<file path="config.mk">
export PLATFORM = sky130hd
export DESIGN_NAME = lfu_page_replacement_top
export DESIGN_NICKNAME = d
export VERILOG_FILES = /design/src/design/lfu_pkg.sv /design/src/design/lfu_ctrl.sv /design/src/design/lfu_dp.sv /design/src/design/lfu_page_replacement_top.sv
export SDC_FILE = /design/constraint.sdc
export NUM_CORES = 1
export LEC_CHECK = 0
export BUFFER_PORTS_ARGS = -buffer_cell sky130_fd_sc_hd__buf_2
export CAP_MARGIN = 0
export CORE_UTILIZATION = 47
export CTS_BUF_LIST = sky130_fd_sc_hd__clkbuf_2 sky130_fd_sc_hd__clkbuf_4 sky130_fd_sc_hd__clkbuf_8
export DETAILED_ROUTE_END_ITERATION = 10
export PLACE_DENSITY = 0.69
export SETUP_SLACK_MARGIN = 0.3
export SYNTH_ARGS = -nofsm -noshare
export SYNTH_HDL_FRONTEND = slang
export SYNTH_HIERARCHICAL = 1
export SYNTH_SLANG_ARGS = --single-unit
</file>
<file path="constraint.sdc">
create_clock -name clk -period 7.9 [get_ports clk]
set_input_delay 0.79 -clock clk [delete_from_list [all_inputs] [get_ports clk]]
set_output_delay 0.79 -clock clk [all_outputs]
set_load 0.02 [all_outputs]
</file>
<file path="src/design/lfu_pkg.sv">
// Shared constants, types and helpers for the LFU page replacement block.
package lfu_pkg;

    localparam int FRAMES      = 16;
    localparam int IDX_W       = (FRAMES > 1) ? $clog2(FRAMES) : 1;
    localparam int NUM_W       = $clog2(FRAMES + 1);
    localparam int PAGE_W      = 16;
    localparam int CNT_W       = 16;
    localparam int FAULT_W     = 16;
    localparam int CFG_W       = 5;
    localparam int FIDX_W      = 4;
    localparam int IN_TDATA_W  = 16;
    localparam int OUT_TDATA_W = 40;

    localparam logic [CNT_W-1:0]   COUNT_MAX = {CNT_W{1'b1}};
    localparam logic [FAULT_W-1:0] FAULT_MAX = {FAULT_W{1'b1}};
    localparam logic [CFG_W-1:0]   CFG_RESET = CFG_W'(16);

    typedef enum logic [1:0] {
        ST_IDLE,
        ST_SCAN,
        ST_COMMIT
    } state_t;

    typedef struct packed {
        logic load;
        logic scan;
        logic commit;
    } cmd_t;

    typedef struct packed {
        logic scan_done;
        logic out_free;
    } stat_t;

    // Register value clamped to 1..FRAMES
    function automatic logic [NUM_W-1:0] managed_frames(input logic [CFG_W-1:0] cfg);
        logic [NUM_W-1:0] n;
        n = NUM_W'(cfg);
        if (cfg == '0)
            n = NUM_W'(1);
        else if (int'(cfg) > FRAMES)
            n = NUM_W'(FRAMES);
        return n;
    endfunction

endpackage

</file>
<file path="src/design/lfu_ctrl.sv">
// Sequencing state machine: accept, frame scan, commit.
module lfu_ctrl (
    input  logic           clk,
    input  logic           rst_n,
    input  logic           s_tvalid,
    output logic           s_tready,
    input  lfu_pkg::stat_t stat,
    output lfu_pkg::cmd_t  cmd
);
    import lfu_pkg::*;

    state_t state_reg;
    state_t state_next;

    always_ff @(posedge clk or negedge rst_n)
    begin
        if (!rst_n)
            state_reg <= ST_IDLE;
        else
            state_reg <= state_next;
    end

    always_comb
    begin
        state_next = state_reg;
        cmd        = '0;
        s_tready   = 1'b0;
        unique case (state_reg)
            ST_IDLE:
            begin
                s_tready = 1'b1;
                if (s_tvalid)
                begin
                    cmd.load   = 1'b1;
                    state_next = ST_SCAN;
                end
            end
            ST_SCAN:
            begin
                cmd.scan = 1'b1;
                if (stat.scan_done)
                    state_next = ST_COMMIT;
            end
            ST_COMMIT:
            begin
                if (stat.out_free)
                begin
                    cmd.commit = 1'b1;
                    state_next = ST_IDLE;
                end
            end
            default:
                state_next = ST_IDLE;
        endcase
    end

endmodule

</file>
<file path="src/design/lfu_dp.sv">
// Frame store, scan registers, replacement update and result register.
module lfu_dp (
    input  logic                                clk,
    input  logic                                rst_n,
    input  lfu_pkg::cmd_t                       cmd,
    output lfu_pkg::stat_t                      stat,
    input  logic [lfu_pkg::PAGE_W-1:0]          in_page,
    input  logic                                cfg_we,
    input  logic [lfu_pkg::CFG_W-1:0]           cfg_value,
    output logic                                out_valid,
    input  logic                                out_ready,
    output logic [lfu_pkg::OUT_TDATA_W-1:0]     out_data
);
    import lfu_pkg::*;

    logic [PAGE_W-1:0]  page_mem [FRAMES];
    logic [CNT_W-1:0]   count_mem [FRAMES];
    logic [FRAMES-1:0]  valid_reg;
    logic [NUM_W-1:0]   fill_reg;
    logic [FAULT_W-1:0] faults_reg;
    logic [CFG_W-1:0]   frames_cfg_reg;

    logic [PAGE_W-1:0]  page_reg;
    logic [IDX_W-1:0]   idx_reg;
    logic               hit_reg;
    logic [IDX_W-1:0]   hit_idx_reg;
    logic [CNT_W-1:0]   hit_cnt_reg;
    logic [IDX_W-1:0]   min_idx_reg;
    logic [CNT_W-1:0]   min_cnt_reg;
    logic [PAGE_W-1:0]  min_page_reg;
    logic               min_valid_reg;

    logic               out_valid_reg;
    logic [OUT_TDATA_W-1:0] out_data_reg;

    logic [NUM_W-1:0]   n;
    logic [PAGE_W-1:0]  cur_page;
    logic [CNT_W-1:0]   cur_cnt;
    logic               cur_valid;
    logic               hit_now;
    logic               last;
    logic               full;
    logic [IDX_W-1:0]   slot;
    logic               ev_valid;
    logic [PAGE_W-1:0]  ev_page;
    logic [FAULT_W-1:0] faults_next;
    logic [CNT_W-1:0]   cnt_next;
    logic [OUT_TDATA_W-1:0] out_data_next;

    assign n         = managed_frames(frames_cfg_reg);
    assign cur_page  = page_mem[idx_reg];
    assign cur_cnt   = count_mem[idx_reg];
    assign cur_valid = valid_reg[idx_reg];
    assign hit_now   = cur_valid && (cur_page == page_reg);
    assign last      = (NUM_W'(idx_reg) == (n - NUM_W'(1)));
    assign full      = (fill_reg >= n);

    assign stat.scan_done = hit_now || last;
    assign stat.out_free  = !out_valid_reg || out_ready;

    always_comb
    begin
        slot        = hit_idx_reg;
        ev_valid    = 1'b0;
        ev_page     = '0;
        faults_next = faults_reg;
        cnt_next    = CNT_W'(1);
        if (hit_reg)
        begin
            cnt_next = (hit_cnt_reg != COUNT_MAX) ? hit_cnt_reg + CNT_W'(1) : hit_cnt_reg;
        end
        else
        begin
            if (!full)
                slot = IDX_W'(fill_reg);
            else
            begin
                slot     = min_idx_reg;
                ev_valid = min_valid_reg;
                ev_page  = min_valid_reg ? min_page_reg : '0;
            end
            if (faults_reg != FAULT_MAX)
                faults_next = faults_reg + FAULT_W'(1);
        end
        out_data_next = {2'b00, faults_next, ev_page, ev_valid, FIDX_W'(slot), !hit_reg};
    end

    always_ff @(posedge clk or negedge rst_n)
    begin
        if (!rst_n)
            frames_cfg_reg <= CFG_RESET;
        else if (cfg_we)
            frames_cfg_reg <= cfg_value;
    end

    // Scan registers
    always_ff @(posedge clk)
    begin
        if (cmd.load)
        begin
            page_reg <= in_page;
            idx_reg  <= '0;
            hit_reg  <= 1'b0;
        end
        else if (cmd.scan)
        begin
            if (hit_now)
            begin
                hit_reg     <= 1'b1;
                hit_idx_reg <= idx_reg;
                hit_cnt_reg <= cur_cnt;
            end
            if ((idx_reg == '0) || (cur_cnt < min_cnt_reg))
            begin
                min_idx_reg   <= idx_reg;
                min_cnt_reg   <= cur_cnt;
                min_page_reg  <= cur_page;
                min_valid_reg <= cur_valid;
            end
            idx_reg <= idx_reg + IDX_W'(1);
        end
    end

    always_ff @(posedge clk)
    begin
        if (cmd.commit)
        begin
            count_mem[slot] <= cnt_next;
            if (!hit_reg)
                page_mem[slot] <= page_reg;
        end
    end

    always_ff @(posedge clk or negedge rst_n)
    begin
        if (!rst_n)
        begin
            valid_reg  <= '0;
            fill_reg   <= '0;
            faults_reg <= '0;
        end
        else if (cmd.commit && !hit_reg)
        begin
            valid_reg[slot] <= 1'b1;
            faults_reg      <= faults_next;
            if (!full)
                fill_reg <= fill_reg + NUM_W'(1);
        end
    end

    // Result register
    always_ff @(posedge clk or negedge rst_n)
    begin
        if (!rst_n)
            out_valid_reg <= 1'b0;
        else if (cmd.commit)
            out_valid_reg <= 1'b1;
        else if (out_ready)
            out_valid_reg <= 1'b0;
    end

    always_ff @(posedge clk)
    begin
        if (cmd.commit)
            out_data_reg <= out_data_next;
    end

    assign out_valid = out_valid_reg;
    assign out_data  = out_data_reg;

endmodule

</file>
<file path="src/design/lfu_page_replacement_top.sv">
// Top level of the LFU page replacement block.
// One page reference per input item, one result item per reference. An item
// is accepted, then the frames are scanned one per cycle through the frame
// store's single read port (up to and including the hit frame, or all managed
// frames on a miss), and then the update is committed into the result
// register. A held result does not block the next item; the commit waits
// only if the previous result is still untaken. frames_in_use is clamped to
// 1..16 and should be written only while the block is idle.
module lfu_page_replacement_top (
    input  logic                            clk,
    input  logic                            rst_n,
    input  logic                            s_tvalid,
    output logic                            s_tready,
    input  logic [lfu_pkg::IN_TDATA_W-1:0]  s_tdata,  // [15:0] page_number
    output logic                            m_tvalid,
    input  logic                            m_tready,
    // [0] fault, [4:1] frame_index, [5] evicted_valid, [21:6] evicted_page,
    // [37:22] fault_count, [39:38] zero
    output logic [lfu_pkg::OUT_TDATA_W-1:0] m_tdata,
    input  logic                            cfg_valid,
    output logic                            cfg_ready,
    input  logic [lfu_pkg::CFG_W-1:0]       cfg_data  // [4:0] frames_in_use
);
    import lfu_pkg::*;

    cmd_t  cmd;
    stat_t stat;

    assign cfg_ready = 1'b1;

    lfu_ctrl u_ctrl (
        .clk      (clk),
        .rst_n    (rst_n),
        .s_tvalid (s_tvalid),
        .s_tready (s_tready),
        .stat     (stat),
        .cmd      (cmd)
    );

    lfu_dp u_dp (
        .clk       (clk),
        .rst_n     (rst_n),
        .cmd       (cmd),
        .stat      (stat),
        .in_page   (s_tdata[PAGE_W-1:0]),
        .cfg_we    (cfg_valid && cfg_ready),
        .cfg_value (cfg_data),
        .out_valid (m_tvalid),
        .out_ready (m_tready),
        .out_data  (m_tdata)
    );

endmodule

</file>
==> results.md, run 1 <==
- # setup viols final: 0
- Sequential fraction of the synthesis area: 74.7%
- Number of iterations in the first detailed-routing pass: 5
- WL final: 56,800 microns
- Clock tree buffer depth: 3
- First-pass GRT wire length: 85,100 microns
- Cell Count Post-Placement: 2,180
- Clk_lat worst skew: 730 ps
- Reg clk slew, reported paths: 70 ps
- Setup TNS: 0 ps
- Hold_buf cts: 0
- Die extent in y: 241 microns
- Fraction of layout cells with a size suffix above 1: 30.2%
- Actual slew at the worst max-slew pin: 1200 ps
- Via count: 13.5k
- Yosys cell types: 54
- Final cycle utilization of the critical path: 67.7%
- #FFs+latches synth: 677
- Slowest cell on crit path: dfxtp_4
- Crit path capture type: flop
- WL/cell: 23.9 microns
- Vias in the first global route: 13.6k
- Power Total: 10.3 mW
- Area leader, netlist: edfxtp_1
- Final WS setup: 2550 ps
- Critical path launch point type: flop
- Final #Nets: 1,583
- Crit path kind: flop to flop
- Port Buffer Count: 65
- Vias per cell: 5.67
- Gr usage total: 20.2%
- Cell area after synthesis: 26,800 sq um
- Final Non-Filler Cells: 2,374
- Cts bufs inserted: 105
- EDFF count, synth: 623
- Crit path DAT: 5720 ps
- Syn Inst Count: 1,372
- Hold_sp: s_tdata[9]
- Post_cts resized: 0
- Die width: 241 microns
- Area Growth Syn to Fin: 13.8%
- Top post-synthesis cells by area: edfxtp_1 (70%), mux4_2 (13%), dfrtp_1 (4.1%)
- Core area: 56,400 sq um
- Initial DRC Count: 1,385
- Fin crit period: 5350 ps
- CP delay by family, top: compound AO/OA/AOI/OAI gates
- Most used cell, CP: buf_4
- Root Driver: clkbuf_8
- Syn_area_per_cell: 19.5 sq um
- CTS tree: yes
- Max Slew Vio Count: 0
- Peak supply drop: 0.204 mV
- Top-Level Pins: 69
- Max Cap Viol: 0
- Setup bufs post-CTS: 0
- CTS H-tree lvls: 3
- Final Hold Fails: 0
- HP Class: input port to flop
- Ys flop type: edfxtp_1
- Skew final: 35.3 ps
- Status: completed
- Synth top area share: 69.8%
- Slew HR: 20.0%
- Num rows: 87
- Worst path required time: 8270 ps
- DP Wirelength: 32,600 microns
- RSZ-0062 raised after global routing: no
- Syn. warnings: 6
- Max incr delay on CP: 1000 ps
- Die Area: 58,000 sq um
- Starting Density: 47.5%
- Crit-path max FO: 46
- Initial antenna violation count: 1
- Drt drc: 0
- Pin count of the biggest net entering global routing: 66
- Crit-path cells: buf_4, buf_4, mux4_2, mux4_2, ha_1, a21o_1, a21oi_1, nor4_1, o31ai_1, a21oi_1, a21oi_4, buf_4
- Fill count: 4,364
- Ys async rst share: 6.65%
- Placement Setup Slack: 2530 ps
- Clock Sinks: 677
- Leak Pwr: 10.4 nW
- Pwr Density: 337 nW/um^2
- Fmax: 0.187 GHz
- CP bufs+invs: 3
- Routability Congestion: 0.840
- Grt total ovfl: 0
- Antenna Nets Post-Route: 0
## power breakdown
part	switching (mW)	internal (mW)	total (mW)
Combinational	1.37	1.16	2.53
Clock	1.37	1.72	3.08
Sequential	0.332	4.34	4.67
Total	3.07	7.22	10.3
## final cells by class
type | count | area, sq um | area share [%]
repair buffers | 110 | 663 | 2.17
well taps | 756 | 946 | 3.10
clock buffers | 135 | 1700 | 5.56
flip-flops and latches | 677 | 20000 | 65.7
clock inverters | 58 | 542 | 1.78
diodes | 1 | 2.50 | 0.00821
inverters | 34 | 128 | 0.419
multi-input cells | 603 | 6490 | 21.3
## worst register-to-register path: cells and delay by family, from the launching register on
family	cells	cell delay, ps
simple gates	1	60
flops	1	1000
buf+inv	3	1340
compound gates	5	1270
fa+ha+maj	1	300
mux	2	1020
## logic make-up after synthesis
family,count (synthesis),share of synthesized area (%)
buffers and inverters,93,1.53
AO/OA/AOI/OAI,86,2.07
other,2,0.0280
XOR/XNOR,63,2.06
adder cells (fa/ha/maj),26,1.21
AND/OR/NAND/NOR,236,4.28
multiplexers,189,14.1
flip-flops,677,74.7
## metal layers
metal  global-route usage (%)  vias to the layer above  share of wire, %
met5                        0                        -                 0
li1                         -                     5791                 -
met1                     28.8                     7042                43
met3                     4.15                      115               7.0
met2                     31.4                      516                47
met4                     6.73                        0               2.5
## per-stage QoR
| step | hold slack, ps | util [%] | instance area [sq um] |
|---|---|---|---|
| 6_report | 237 | 54.1 | 30500 |
| 3_5_place_dp | 460 | 50.1 | 28300 |
| 5_1_grt | 194 | 54.1 | 30500 |
| 4_1_cts | 182 | 54.1 | 30500 |
| 2_1_floorplan | 424 | - | 26800 |
| 3_3_place_gp | 451 | 50.1 | 28300 |
## layout by cell type, fill, tap and decap left out, drive strengths merged, types with 14 or more instances in the layout
cell type,Yosys,layout
nor2,75,75
ha,26,26
xor2,36,36
o21bai,14,14
xnor2,27,27
edfxtp,623,623
clkinv,0,43
clkbuf,24,135
nand2,54,54
a21oi,21,21
nand4,15,15
and2,20,20
nand3,20,20
buf,35,110
dfrtp,44,44
inv,34,39
mux2i,27,27
o21ai,17,17
mux4,150,150
## synthesized netlist by cell type, types with 21 or more instances
master	number
edfxtp_1	623
mux4_2	150
nor2_1	75
nand2_1	54
dfrtp_1	44
xor2_1	36
inv_1	33
mux2i_1	27
xnor2_1	27
ha_1	26
clkbuf_1	24
a21oi_1	21
## path summary, 6_finish.rpt
kind	end	slack, ps	cells after the start
max	u_dp/min_page_reg[4]	2550	12
min	u_dp/page_reg[9]	240	1
max reg2reg	u_dp/min_page_reg[4]	2550	12
min reg2reg	u_dp/valid_reg[8]	470	1
max in group asynchronous	u_dp/out_valid	7000	1
min in group asynchronous	u_dp/faults_reg[1]	260	1
Note: power is estimated with default switching activity, not from simulation.
==> run 2: changes to the inputs <==
--- a/config.mk
+++ b/config.mk
@@ -5,12 +5,13 @@
 export SDC_FILE = /design/constraint.sdc
 export NUM_CORES = 1
 export LEC_CHECK = 0
+export ABC_AREA = 1
 export BUFFER_PORTS_ARGS = -buffer_cell sky130_fd_sc_hd__buf_2
 export CAP_MARGIN = 0
 export CORE_UTILIZATION = 47
 export CTS_BUF_LIST = sky130_fd_sc_hd__clkbuf_2 sky130_fd_sc_hd__clkbuf_4 sky130_fd_sc_hd__clkbuf_8
 export DETAILED_ROUTE_END_ITERATION = 10
-export PLACE_DENSITY = 0.69
+export PLACE_DENSITY = 0.71
 export SETUP_SLACK_MARGIN = 0.3
 export SYNTH_ARGS = -nofsm -noshare
 export SYNTH_HDL_FRONTEND = slang
==> constraint.sdc (replaced) <==
create_clock -name clk -period 4.4 [get_ports clk]
set_input_delay 0.44 -clock clk [delete_from_list [all_inputs] [get_ports clk]]
set_output_delay 0.44 -clock clk [all_outputs]
set_load 0.02 [all_outputs]
==> results.md, run 2 <==
- Ys async rst share: 6.65% (unchanged)
- Gr usage total: 22.4% (was 20.2%)
- Reg clk slew, reported paths: 60 ps (was 70 ps)
- Critical path launch point type: flop (unchanged)
- Die Area: 60,200 sq um (was 58,000 sq um)
- Crit-path max FO: 16 (was 46)
- Die width: 245 microns (was 241 microns)
- Cts bufs inserted: 104 (was 105)
- Area Growth Syn to Fin: 13.1% (was 13.8%)
- Max Cap Viol: 0 (unchanged)
- Core area: 58,100 sq um (was 56,400 sq um)
- Synth top area share: 67.2% (was 69.8%)
- Slowest cell on crit path: inv_1 (was dfxtp_4)
- Antenna Nets Post-Route: 0 (unchanged)
- Top-Level Pins: 69 (unchanged)
- Yosys cell types: 46 (was 54)
- Sequential fraction of the synthesis area: 71.9% (was 74.7%)
- CTS tree: yes (unchanged)
- List of most frequent post-synthesis cells: edfxtp_1 (623), nor2_1 (369), o21ai_0 (263), nand2_1 (222), inv_1 (181) (was edfxtp_1 (623), mux4_2 (150), nor2_1 (75), nand2_1 (54), dfrtp_1 (44))
- Fraction of layout cells with a size suffix above 1: 13.8% (was 30.2%)
- Met3 Use GR: 4.41% (was 4.15%)
- EDFF count, synth: 623 (unchanged)
- Top post-synthesis cells by area: edfxtp_1 (67%), nor2_1 (5.0%), o21ai_0 (4.7%) (was edfxtp_1 (70%), mux4_2 (13%), dfrtp_1 (4.1%))
- Net Sw Frac: 36.3% (was 29.9%)
- Initial antenna violation count: 1 (unchanged)
- HP Class: input port to flop (unchanged)
- Most frequent cells in the layout: edfxtp_1 (623), nor2_1 (348), o21ai_0 (263), nand2_1 (222), inv_1 (180) (was edfxtp_1 (623), mux4_2 (150), clkbuf_8 (109), buf_2 (65), nand2_1 (54))
- Count leader, synth: edfxtp_1 (unchanged)
- Final Hold Fails: 0 (unchanged)
- Most common cell after layout, fill and taps aside: edfxtp_1 (unchanged)
- Ys flop type: edfxtp_1 (unchanged)
- Syn_area_per_cell: 12.3 sq um (was 19.5 sq um)
- Pwr Density: 608 nW/um^2 (was 337 nW/um^2)
- Vias per cell: 5.64 (was 5.67)
- Skew final: 33.6 ps (was 35.3 ps)
- First-pass GRT wire length: 103,000 microns (was 85,100 microns)
- #FFs+latches synth: 677 (unchanged)
- CP delay by family, top: simple AND/OR/NAND/NOR gates (was compound AO/OA/AOI/OAI gates)
- Setup bufs post-CTS: 0 (unchanged)
- Port Buffer Count: 65 (unchanged)
- Via count: 18.4k (was 13.5k)
- Final #Nets: 2,465 (was 1,583)
- Slew HR: 12.2% (was 20.0%)
- Clock power frac: 26.8% (was 30.0%)
- DP Wirelength: 39,300 microns (was 32,600 microns)
- Sw power: 6.95 mW (was 3.07 mW)
- Global route hottest layer: met2 (unchanged)
- Fmax: 0.269 GHz (was 0.187 GHz)
- Starting Density: 47.9% (was 47.5%)
- Worst path required time: 4710 ps (was 8270 ps)
- Syn Inst Count: 2,270 (was 1,372)
- Fill count: 4,679 (was 4,364)
- Peak supply drop: 0.535 mV (was 0.204 mV)
- Max Slew Vio Count: 0 (unchanged)
- Pin count of the biggest net entering global routing: 140 (was 66)
- Comb pwr share: 30.7% (was 24.6%)
- WL final: 67,500 microns (was 56,800 microns)
- Clock Sinks: 677 (unchanged)
- Initial DRC Count: 1,956 (was 1,385)
- CP bufs+invs: 3 (unchanged)
- Crit path DAT: 4030 ps (was 5720 ps)
- Max incr delay on CP: 560 ps (was 1000 ps)
- Routability Congestion: 0.863 (was 0.840)
- Drt drc: 0 (unchanged)
- Cell area after synthesis: 27,900 sq um (was 26,800 sq um)
- Met1 usage: 29.6% (was 28.8%)
- Actual slew at the worst max-slew pin: 1320 ps (was 1200 ps)
- Num rows: 88 (was 87)
- Clk_lat worst skew: 700 ps (was 730 ps)
- Leak Pwr: 11.4 nW (was 10.4 nW)
- Crit path capture type: flop (unchanged)
- Number of iterations in the first detailed-routing pass: 5 (unchanged)
- Final Non-Filler Cells: 3,265 (was 2,374)
- Final cycle utilization of the critical path: 84.6% (was 67.7%)
- Root Driver: clkbuf_8 (unchanged)
- Area leader, netlist: edfxtp_1 (unchanged)
- Most used cell, CP: inv_1 (was buf_4)
- Power Total: 19.2 mW (was 10.3 mW)
- CTS H-tree lvls: 3 (unchanged)
- Clock tree buffer depth: 3 (unchanged)
- Crit-path cells: nor3_1, inv_1, o21ai_0, nand2_1, ha_1, a21oi_1, o21a_1, nand3_2, mux2i_1, nand2_1, o21ai_1, inv_1, nor2_2, nand3_1, inv_1 (was buf_4, buf_4, mux4_2, mux4_2, ha_1, a21o_1, a21oi_1, nor4_1, o31ai_1, a21oi_1, a21oi_4, buf_4)
- Cell Count Post-Placement: 3,046 (was 2,180)
- WL/cell: 20.7 microns (was 23.9 microns)
- Fin crit period: 3720 ps (was 5350 ps)
- Final core occ: 54.2% (was 54.1%)
- Crit path kind: flop to flop (unchanged)
- Hold Slack: 97.0 ps (was 237 ps)
- Status: completed (unchanged)
- Grt total ovfl: 0 (unchanged)
- Grt met2 use: 36.6% (was 31.4%)
- Die extent in y: 245 microns (was 241 microns)
- # setup viols final: 0 (unchanged)
- Syn. warnings: 6 (unchanged)
- Vias in the first global route: 17.9k (was 13.6k)
- RSZ-0062 raised after global routing: no (unchanged)
- Reg power frac: 42.5% (was 45.4%)
- P_int: 12.2 mW (was 7.22 mW)
- Setup TNS: 0 ps (unchanged)
==> run 2: cell types whose count changed after synthesis, moves of 91 or more <==
cell	before	now
nor2_1	75	369
o21ai_0	15	263
nand2_1	54	222
mux4_2	150	0
inv_1	33	181
nand3_1	20	111
==> run 2: cells by family after synthesis <==
group | count (synthesis) | share of synthesized area [%]
compound gates | 484 | 10.3
other cells | 2 | 0.0270
fa+ha+maj | 26 | 1.17
mux | 5 | 0.198
flops | 677 | 71.9
xor+xnor | 23 | 0.723
simple gates | 750 | 11.0
buf+inv | 303 | 4.72
==> run 2: repair_timing <==
item	CTS	global route
endpoints found under the hold margin	66	0
resized for setup	0	0
hold buffers	26	0
==> run 2: power groups by stage <==
stage | clock network (mW) | logic, mW | registers (mW)
after floorplan | 0 | 4.17 | 8.04
after global placement | 0 | 5.65 | 8.25
after detailed placement | 0 | 5.80 | 8.26
after CTS | 5.25 | 5.85 | 8.14
after global routing | 5.51 | 6.50 | 8.19
final | 5.15 | 5.88 | 8.15
==> run 2: layout make-up <==
| type | count | area (sq um) | share of cell area [%] |
|---|---|---|---|
| Antenna cell | 1 | 2.50 | 0.00794 |
| Multi-Input combinational cell | 1291 | 6600 | 20.9 |
| Tap cell | 765 | 957 | 3.04 |
| Clock inverter | 53 | 352 | 1.12 |
| Sequential cell | 677 | 20000 | 63.5 |
| Clock buffer | 139 | 1710 | 5.42 |
| Inverter | 184 | 696 | 2.21 |
| Timing Repair Buffer | 155 | 1180 | 3.74 |
==> run 2: per-stage QoR <==
stage	area, sq um	setup slack [ps]
finish	31500	677
global route	31500	415
CTS	31500	736
detailed placement	29200	740
global placement	29200	791
floorplan	27900	460
==> run 2: path summary, 6_finish.rpt <==
| path | from | endpoint | slack (ps) | depth (start not counted) |
|---|---|---|---|---|
| worst max-delay path | u_dp/frames_cfg_reg[3] | u_dp/page_mem[8][4] | 680 | 15 |
| worst min-delay path | cfg_valid | u_dp/frames_cfg_reg[1] | 100 | 2 |
| worst max register to register | u_dp/frames_cfg_reg[3] | u_dp/page_mem[8][4] | 680 | 15 |
| worst min register to register | u_dp/valid_reg[10] | u_dp/valid_reg[10] | 450 | 2 |
| max in group asynchronous | rst_n | u_dp/valid_reg[13] | 3250 | 2 |
| min in group asynchronous | rst_n | u_dp/faults_reg[0] | 460 | 2 |
==> run 2: metal layers <==
layer	share of wire, %	up-vias	routed length [microns]
met5	0	-	0
met4	2.9	0	1980
met3	7.4	144	5020
met2	48	838	32700
met1	41	8996	27800
li1	-	8422	-
